<file path="src/hdl/dttl_pkg.sv">
// Shared types and codes for the delayed task timer list.
package dttl_pkg;

  // Request codes on req_type
  typedef enum logic {
    REQ_ADD  = 1'b0,
    REQ_TICK = 1'b1
  } req_e;

  // Result kinds
  typedef enum logic [1:0] {
    KIND_ADDED = 2'd0,
    KIND_FIRED = 2'd1,
    KIND_NONE  = 2'd2,
    KIND_FULL  = 2'd3
  } kind_e;

  // Source of the result task id
  typedef enum logic [1:0] {
    SRC_ZERO = 2'd0,
    SRC_NEW  = 2'd1,
    SRC_HEAD = 2'd2
  } res_src_e;

  // Controller to datapath commands
  typedef struct packed {
    logic     cap;
    logic     match;
    logic     sum;
    logic     insert;
    logic     pop;
    logic     sub;
    logic     load;
    kind_e    kind;
    res_src_e src;
    logic     last;
  } cmd_t;

  // Datapath to controller status
  typedef struct packed {
    logic full;
    logic running;
    logic fire_now;
    logic fire_next;
    logic out_free;
  } status_t;

endpackage

</file>
<file path="src/hdl/dttl_ctrl.sv">
// Sequencing state machine for the timer list.
module dttl_ctrl import dttl_pkg::*; (
  input  logic    clk_i,
  input  logic    rst_ni,
  input  logic    in_valid_i,
  input  logic    req_type_i,
  output logic    in_ready_o,
  input  status_t status_i,
  output cmd_t    cmd_o
);

  typedef enum logic [5:0] {
    ST_IDLE  = 6'b000001,
    ST_MATCH = 6'b000010,
    ST_SUM   = 6'b000100,
    ST_INS   = 6'b001000,
    ST_TICK  = 6'b010000,
    ST_EMIT  = 6'b100000
  } state_e;

  state_e state_q, state_d;
  kind_e  kind_q, kind_d;
  logic   fired_q, fired_d;

  // Next state and commands
  always_comb begin
    state_d    = state_q;
    kind_d     = kind_q;
    fired_d    = fired_q;
    in_ready_o = 1'b0;
    cmd_o      = '0;
    cmd_o.kind = KIND_NONE;
    cmd_o.src  = SRC_ZERO;
    case (state_q)
      ST_IDLE: begin
        in_ready_o = 1'b1;
        if (in_valid_i) begin
          cmd_o.cap = 1'b1;
          fired_d   = 1'b0;
          if (req_type_i == REQ_ADD) begin
            if (status_i.full) begin
              kind_d  = KIND_FULL;
              state_d = ST_EMIT;
            end else begin
              state_d = ST_MATCH;
            end
          end else if (!status_i.running) begin
            kind_d  = KIND_NONE;
            state_d = ST_EMIT;
          end else begin
            state_d = ST_TICK;
          end
        end
      end
      ST_MATCH: begin
        cmd_o.match = 1'b1;
        state_d     = ST_SUM;
      end
      ST_SUM: begin
        cmd_o.sum = 1'b1;
        state_d   = ST_INS;
      end
      ST_INS: begin
        if (status_i.out_free) begin
          cmd_o.insert = 1'b1;
          cmd_o.load   = 1'b1;
          cmd_o.kind   = KIND_ADDED;
          cmd_o.src    = SRC_NEW;
          cmd_o.last   = 1'b1;
          state_d      = ST_IDLE;
        end
      end
      ST_TICK: begin
        if (status_i.fire_now) begin
          // head entry expires: one transfer per fired task
          if (status_i.out_free) begin
            cmd_o.load = 1'b1;
            cmd_o.pop  = 1'b1;
            cmd_o.kind = KIND_FIRED;
            cmd_o.src  = SRC_HEAD;
            cmd_o.last = !status_i.fire_next;
            fired_d    = 1'b1;
          end
        end else begin
          cmd_o.sub = 1'b1;
          if (fired_q) begin
            state_d = ST_IDLE;
          end else begin
            kind_d  = KIND_NONE;
            state_d = ST_EMIT;
          end
        end
      end
      ST_EMIT: begin
        if (status_i.out_free) begin
          cmd_o.load = 1'b1;
          cmd_o.kind = kind_q;
          cmd_o.src  = SRC_ZERO;
          cmd_o.last = 1'b1;
          state_d    = ST_IDLE;
        end
      end
      default: state_d = ST_IDLE;
    endcase
  end

  always_ff @(posedge clk_i or negedge rst_ni) begin
    if (!rst_ni) begin
      state_q <= ST_IDLE;
      kind_q  <= KIND_NONE;
      fired_q <= 1'b0;
    end else begin
      state_q <= state_d;
      kind_q  <= kind_d;
      fired_q <= fired_d;
    end
  end

endmodule

</file>
<file path="config.mk">
export PLATFORM = sky130hd
export DESIGN_NAME = dttl_ctrl
export DESIGN_NICKNAME = d
export VERILOG_FILES = /design/src/hdl/dttl_pkg.sv /design/src/hdl/dttl_ctrl.sv
export SDC_FILE = /design/constraint.sdc
export NUM_CORES = 1
export LEC_CHECK = 0
export ABC_AREA = 1
export BUFFER_PORTS_ARGS = -buffer_cell sky130_fd_sc_hd__buf_4
export CAP_MARGIN = 10
export CORE_ASPECT_RATIO = 1.2
export CORE_UTILIZATION = 30
export DETAILED_ROUTE_END_ITERATION = 10
export GPL_ROUTABILITY_DRIVEN = 0
export MAX_ROUTING_LAYER = met4
export PLACE_DENSITY = 0.63
export SLEW_MARGIN = 25
export SYNTH_ARGS = -nofsm -noshare
export SYNTH_HDL_FRONTEND = slang
export SYNTH_SLANG_ARGS = --single-unit
</file>
<file path="constraint.sdc">
create_clock -name clk_i -period 1.6 [get_ports clk_i]
set_input_delay 0.16 -clock clk_i [delete_from_list [all_inputs] [get_ports clk_i]]
set_output_delay 0.16 -clock clk_i [all_outputs]
set_load 0.005 [all_outputs]
</file>
==> flow_summary.toml, run 1 <==
[setup_path]
worstReg2RegEnd = "kind_q[0]"
path_depth = 6
crit_required_ns = 1.44
cp_common_cell = "nand3_4"
critPathKind = "register to output port"
cp-startpoint = "state_q[3]"
crit_chain = "nor2_4 > nand3_4 > inv_4 > nand3_4 > o21ai_2 > buf_4"
critPathMaxStageDelay_ns = 0.41
reg2reg_depth = 9
cp_slowest_cell = "dfrtp_1"
critPathTopFamily = "simple AND/OR/NAND/NOR gates"
r2r_slack_ns = 0.21
crit_path_start_kind = "register"
cp-end-kind = "output port"
reg2reg_from = "state_q[3]"
worstPathArrival_ns = 1.44
path_max_fanout = 6
worst-path-buf-inv = 2

[clock_tree]
clockBufferDepth = 2
path_clk_slew_ns = 0.06
cts_sinks = 8
h-tree-depth = 1
cts_tree = "done"
insertion_delay_ns = 0.26
root_buffer = "clkbuf_4"
cts_buffers = 3

[yosys]
dominantRegCellSynth = "dfrtp_1"
yosysWarnings = 0
ys_seq_area_share_pct = 31.02
synth_edf_count = 0
synthTopCellsByArea = "dfrtp_1 (27%), nand2_1 (14%), nor2_1 (7.5%), inv_1 (6.9%), nor2_4 (6.9%)"
yosys_register_bits = 8
postSynthAreaPerCell_um2 = 6.983
synth.top_cell.area_share_pct = 26.97
synth_area_um2 = 649.4
synthesis.nets = 102
postSynth.asyncResetShare_pct = 100.0
yosysUniqueCellTypes = 21
synth_area_leader_cell = "dfrtp_1"
syn-instance-count = 93

[final_layout]
n_antenna_cell = 0
area_growth_syn_to_layout_pct = 45.47
drive_gt1_share_pct = 47.20
seqCellArea_um2 = 203.9
multi_input_area_um2 = 401.6
num-fill-cells = 207
nets = 135
instances_no_fill = 155
design_area_um2 = 944.7

[pwr]
p_int_uw = 693.6
switching_share_pct = 45.46
power.density_mw_per_mm2 = 1346
leakage_uw = 0.0005150
p_comb_share_pct = 59.0
clkPwrFrac_pct = 13.6
p_seq_share_pct = 27.5
peakVddDrop_v = 0.0006764
p_switching_uw = 578.2
fin_total_pwr_uw = 1272

[floorplanning]
core.rowCount = 18
ioPinCount = 22
die_h_um = 52.97
dieArea_mm2 = 0.002355
die_x_um = 44.47
start_util_pct = 31.68
coreArea_mm2 = 0.002049

[worst_hold_path]
whs_path_depth = 4
min-delay-start = "status_i[4]"
min_path_type = "input pin to register"
worstHoldEndpoint = "state_q[1]"

[placed_design]
portBuffers = 21
postPlaceCellArea_um2 = 844.6
dp_hpwl_mm = 1.204
dp.cells = 144

[timing]
drv_slew = 0
max_slew_margin_pct = 85.22
finalSetupTns_ns = 0
clock.fmax_mhz = 626.2
worst_slew_pin_slew_ns = 0.2199
hold_violations = 0
rsz0062_at_grt = "yes"
fin_crit_sh_pct = 99.81
skew_ns = 0.003424
setup_viol = 0
whs_ns = 0.1500
fin_crit_ns = 1.597

[run_status]
status = "finished, final reports clean"

[detailed_routing]
routed_via_density = 4.316
drcViolationCount = 0
wirelength_mm = 1.544
via_count = 669
wl_per_cell_um = 9.961
dr.pass1.iters = 4
postRouteAntennaNets = 0
drt_iter0_markers = 16

[global_routing]
grt_use_total_pct = 14.98
antenna_found_initial = 0
first_global_vias = 584
grt_pass1_wl_mm = 2.504
grt_max_degree = 9
overflow = 0

[run]
maxCapViolCount = 0
## cells in the mapped netlist (2+ instances only)
master / instances
nand3_1: 4
nand4_1: 2
a21oi_1: 2
nand2_1: 25
nand2_2: 6
nor3_1: 2
nor2_1: 13
nor2_4: 4
nand3_2: 2
inv_1: 12
nand3_4: 2
o21ai_0: 2
dfrtp_1: 7
inv_2: 3
## final cells by class
| class | instances | share of cell area (%) |
|---|---|---|
| Timing Repair Buffer | 28 | 22.52 |
| Multi-Input combinational cell | 69 | 42.52 |
| Sequential cell | 8 | 21.59 |
| Clock buffer | 4 | 2.781 |
| Tap cell | 30 | 3.974 |
| Inverter | 16 | 6.623 |
## routing by layer
layer | global-route usage [%] | part of all wire (%)
met2 | 25.74 | 52
met4 | 6.061 | 1.4
met5 | - | 0
met1 | 17.39 | 41
met3 | 2.048 | 5.4
## worst max path at each step
stage                    end  slack (ns)
global placement    cmd_o[0]        0.22
global route        cmd_o[0]       -0.09
CTS                 cmd_o[0]       0.004
floorplan           cmd_o[0]        0.39
detailed placement  cmd_o[0]        0.22
finish              cmd_o[0]       0.003
## cell families (layout without fill, tap and decap cells)
| group | after synthesis | after routing | share of synthesized area, % |
|---|---|---|---|
| simple gates | 63 | 63 | 54.34 |
| flops | 8 | 8 | 31.02 |
| buf+inv | 16 | 48 | 9.634 |
| compound gates | 6 | 6 | 5.009 |
## through the flow
step | worst slack, ns | util [%]
4_1_cts | 0.003946 | 44.93
2_1_floorplan | 0.3941 | -
3_5_place_dp | 0.2240 | 41.21
5_1_grt | -0.08979 | 46.09
6_report | 0.003072 | 46.09
3_3_place_gp | 0.2250 | 41.21
## power by group through the flow
stage          registers [uW]  clock network [uW]  logic (uW)
2_1_floorplan             332                   0         492
3_3_place_gp              343                   0         680
3_5_place_dp              347                   0         678
4_1_cts                   348                 172         710
5_1_grt                   360                 187         843
6_report                  349                 172         750
## tightest hold or removal path, delay by kind of cell
family | cells | cell delay (ns)
simple gates | 3 | 0.14
buf+inv | 1 | 0.07
## cell usage in the layout, fill, tap and decap left out, types with 2 or more instances in the layout
cell type,instances
nand3_4,2
buf_4,27
nand3_1,4
nand2_2,6
nand4_1,2
clkbuf_4,3
dfrtp_1,5
inv_1,11
nor2_4,5
nor3_1,2
nand3_2,2
o21ai_0,2
nor2_1,10
nand2_1,25
a21oi_1,2
dfrtp_2,2
inv_2,4
nor2_2,3
## flip-flops by register name, indices dropped and copies added (netlist names)
| register | count |
|---|---|
| kind_q | 1 |
| fired_q | 1 |
| state_q | 6 |
## repair_timing
action / 4_1_cts / 5_1_grt
pin swaps: 3 / 4
gates resized for setup: 3 / 5
setup buffers: 4 / 2
endpoints found under the hold margin: 8 / 0
setup endpoints to repair: 2 / 8
hold buffers: 1 / 0
Power figures use the tool's default switching activity.
==> run 2, diff against run 1 <==
CORE_ASPECT_RATIO = default   (was 1.2)
CORE_UTILIZATION = 48   (was 30)
PLACE_DENSITY = 0.88   (was 0.63)
==> flow_summary.toml, run 2 (synthesis gave the netlist of run 1 again) <==
[run_status]
status = "finished with violations"
violations = "negative setup slack"

[final_layout]
seqCellArea_um2 = 202.7
n_antenna_cell = 0
final_common_cell = "buf_4"
area_growth_syn_to_layout_pct = 46.63
regMostFlops = "state_q"
instances_no_fill = 144
num-fill-cells = 83
final_cell_mix = "buf_4 (32), nand2_1 (25), nor2_1 (12)"
drive_gt1_share_pct = 46.15
design_area_um2 = 952.2
nets = 140
top_regs = "state_q (6), fired_q (1), kind_q (1)"
post-route-util_pct = 80.27
multi_input_area_um2 = 392.9
largest_register_ffs = 6

[timing]
fin_crit_sh_pct = 102.8
worst_slew_pin_slew_ns = 0.2070
rsz0062_at_grt = "yes"
hold_violations = 0
skew_ns = 0.001433
fin_crit_ns = 1.645
setup_viol = 2
clock.fmax_mhz = 607.8
finalWorstSetupSlack_ns = -0.04517
max_slew_margin_pct = 86.20
drv_slew = 0

[setup_path]
reg2reg_from = "state_q[3]"
r2r_slack_ns = 0.14
critPathKind = "register to output port"
path_max_fanout = 6
worstReg2RegEnd = "state_q[5]"
reg2reg_depth = 9
crit_required_ns = 1.44
crit_path_start_kind = "register"
worstPathArrival_ns = 1.49
cp-end-kind = "output port"

[global_routing]
antenna_found_initial = 0
first_global_vias = 657
grt_use_total_pct = 26.77
overflow = 0
grt_max_degree = 9
grt_pass1_wl_mm = 2.711

[floorplanning]
die_x_um = 38.78
ioPinCount = 22
coreArea_mm2 = 0.001186
die_h_um = 38.78
dieArea_mm2 = 0.001504
core.rowCount = 12
start_util_pct = 54.75

[placed_design]
postPlaceCellArea_um2 = 824.5
dp_slack_ns = 0.2268
dp.cells = 128
portBuffers = 21
dp_hpwl_mm = 1.272

[worst_hold_path]
whs_path_depth = 4
min-delay-start = "status_i[4]"
min_path_type = "input pin to register"
worstHoldEndpoint = "state_q[1]"

[run]
maxCapViolCount = 0

[clock_tree]
root_buffer = "clkbuf_4"
h-tree-depth = 1
cts_tree = "done"
cts_sinks = 8
cts_buffers = 3
clockBufferDepth = 2
insertion_delay_ns = 0.25
path_clk_slew_ns = 0.06

[pwr]
peakVddDrop_v = 0.0009516
power.density_mw_per_mm2 = 1450
leakage_uw = 0.0005384

[detailed_routing]
drcViolationCount = 0
via_count = 734
postRouteAntennaNets = 0
wirelength_mm = 1.824
drt_iter0_markers = 16
routed_via_density = 5.097
dr.pass1.iters = 4
wl_per_cell_um = 12.67
==> run 2: cell types whose count changed in the layout (fill, tap and decap cells not counted) <==
cell,before,now
nor2_2,3,1
nor2_1,10,12
buf_4,27,32
dfrtp_1,5,6
o21ai_2,1,0
dfrtp_2,2,1
o21ai_1,0,1
==> run 2: layer usage <==
metal / wire length (um) / track usage [%] / up-vias
met1: 755 / 30.94 / 342
met4: 43 / 4.310 / 0
li1: - / - / 362
met3: 82 / 6.936 / 6
met5: 0 / - / -
met2: 943 / 47.08 / 24
==> run 2: cell type report <==
class | instances | area share, %
Timing Repair Buffer | 33 | 26.28
Clock buffer | 4 | 2.760
Sequential cell | 8 | 21.29
Tap cell | 14 | 1.840
Multi-Input combinational cell | 69 | 41.26
Inverter | 16 | 6.570
==> run 2: report_power, final <==
group	internal [uW]	switching (uW)
registers	271	73.7
clock network	95.6	71.6
logic	396	473
total	763	618
==> run 2: stage by stage <==
step	power [uW]	hold slack (ns)	setup TNS, ns
floorplan	823.6	-0.1356	0
global placement	1005	-0.01680	0
detailed placement	1040	-0.01840	0
CTS	1280	0.1520	0
global route	1491	0.1761	-0.3152
finish	1381	0.1554	-0.06209
==> run 2: critical path, stage by stage, from the launching register on <==
cell and delay [ns]:
dfrtp_1 0.42, nor2_4 0.22, nand3_4 0.13, inv_4 0.09, nand3_4 0.09, o21ai_1 0.16, buf_4 0.13
==> run 2: worst max-delay path by stage <==
| stage | endpoint | slack (ns) | start |
|---|---|---|---|
| 2_1_floorplan | cmd_o[0] | 0.39 | state_q[3] |
| 3_3_place_gp | cmd_o[4] | 0.27 | state_q[3] |
| 3_5_place_dp | cmd_o[0] | 0.23 | state_q[3] |
| 4_1_cts | cmd_o[4] | 0.005 | state_q[2] |
| 5_1_grt | cmd_o[0] | -0.09 | state_q[1] |
| 6_report | cmd_o[0] | -0.05 | state_q[3] |
==> run 2: timing repair <==
item,4_1_cts,5_1_grt
buffers inserted,6,5
endpoints found under the setup margin,3,5
hold endpoints to repair,8,0
gates cloned,0,0
hold buffers,1,0
gates resized for setup,2,2
pin swaps,3,3
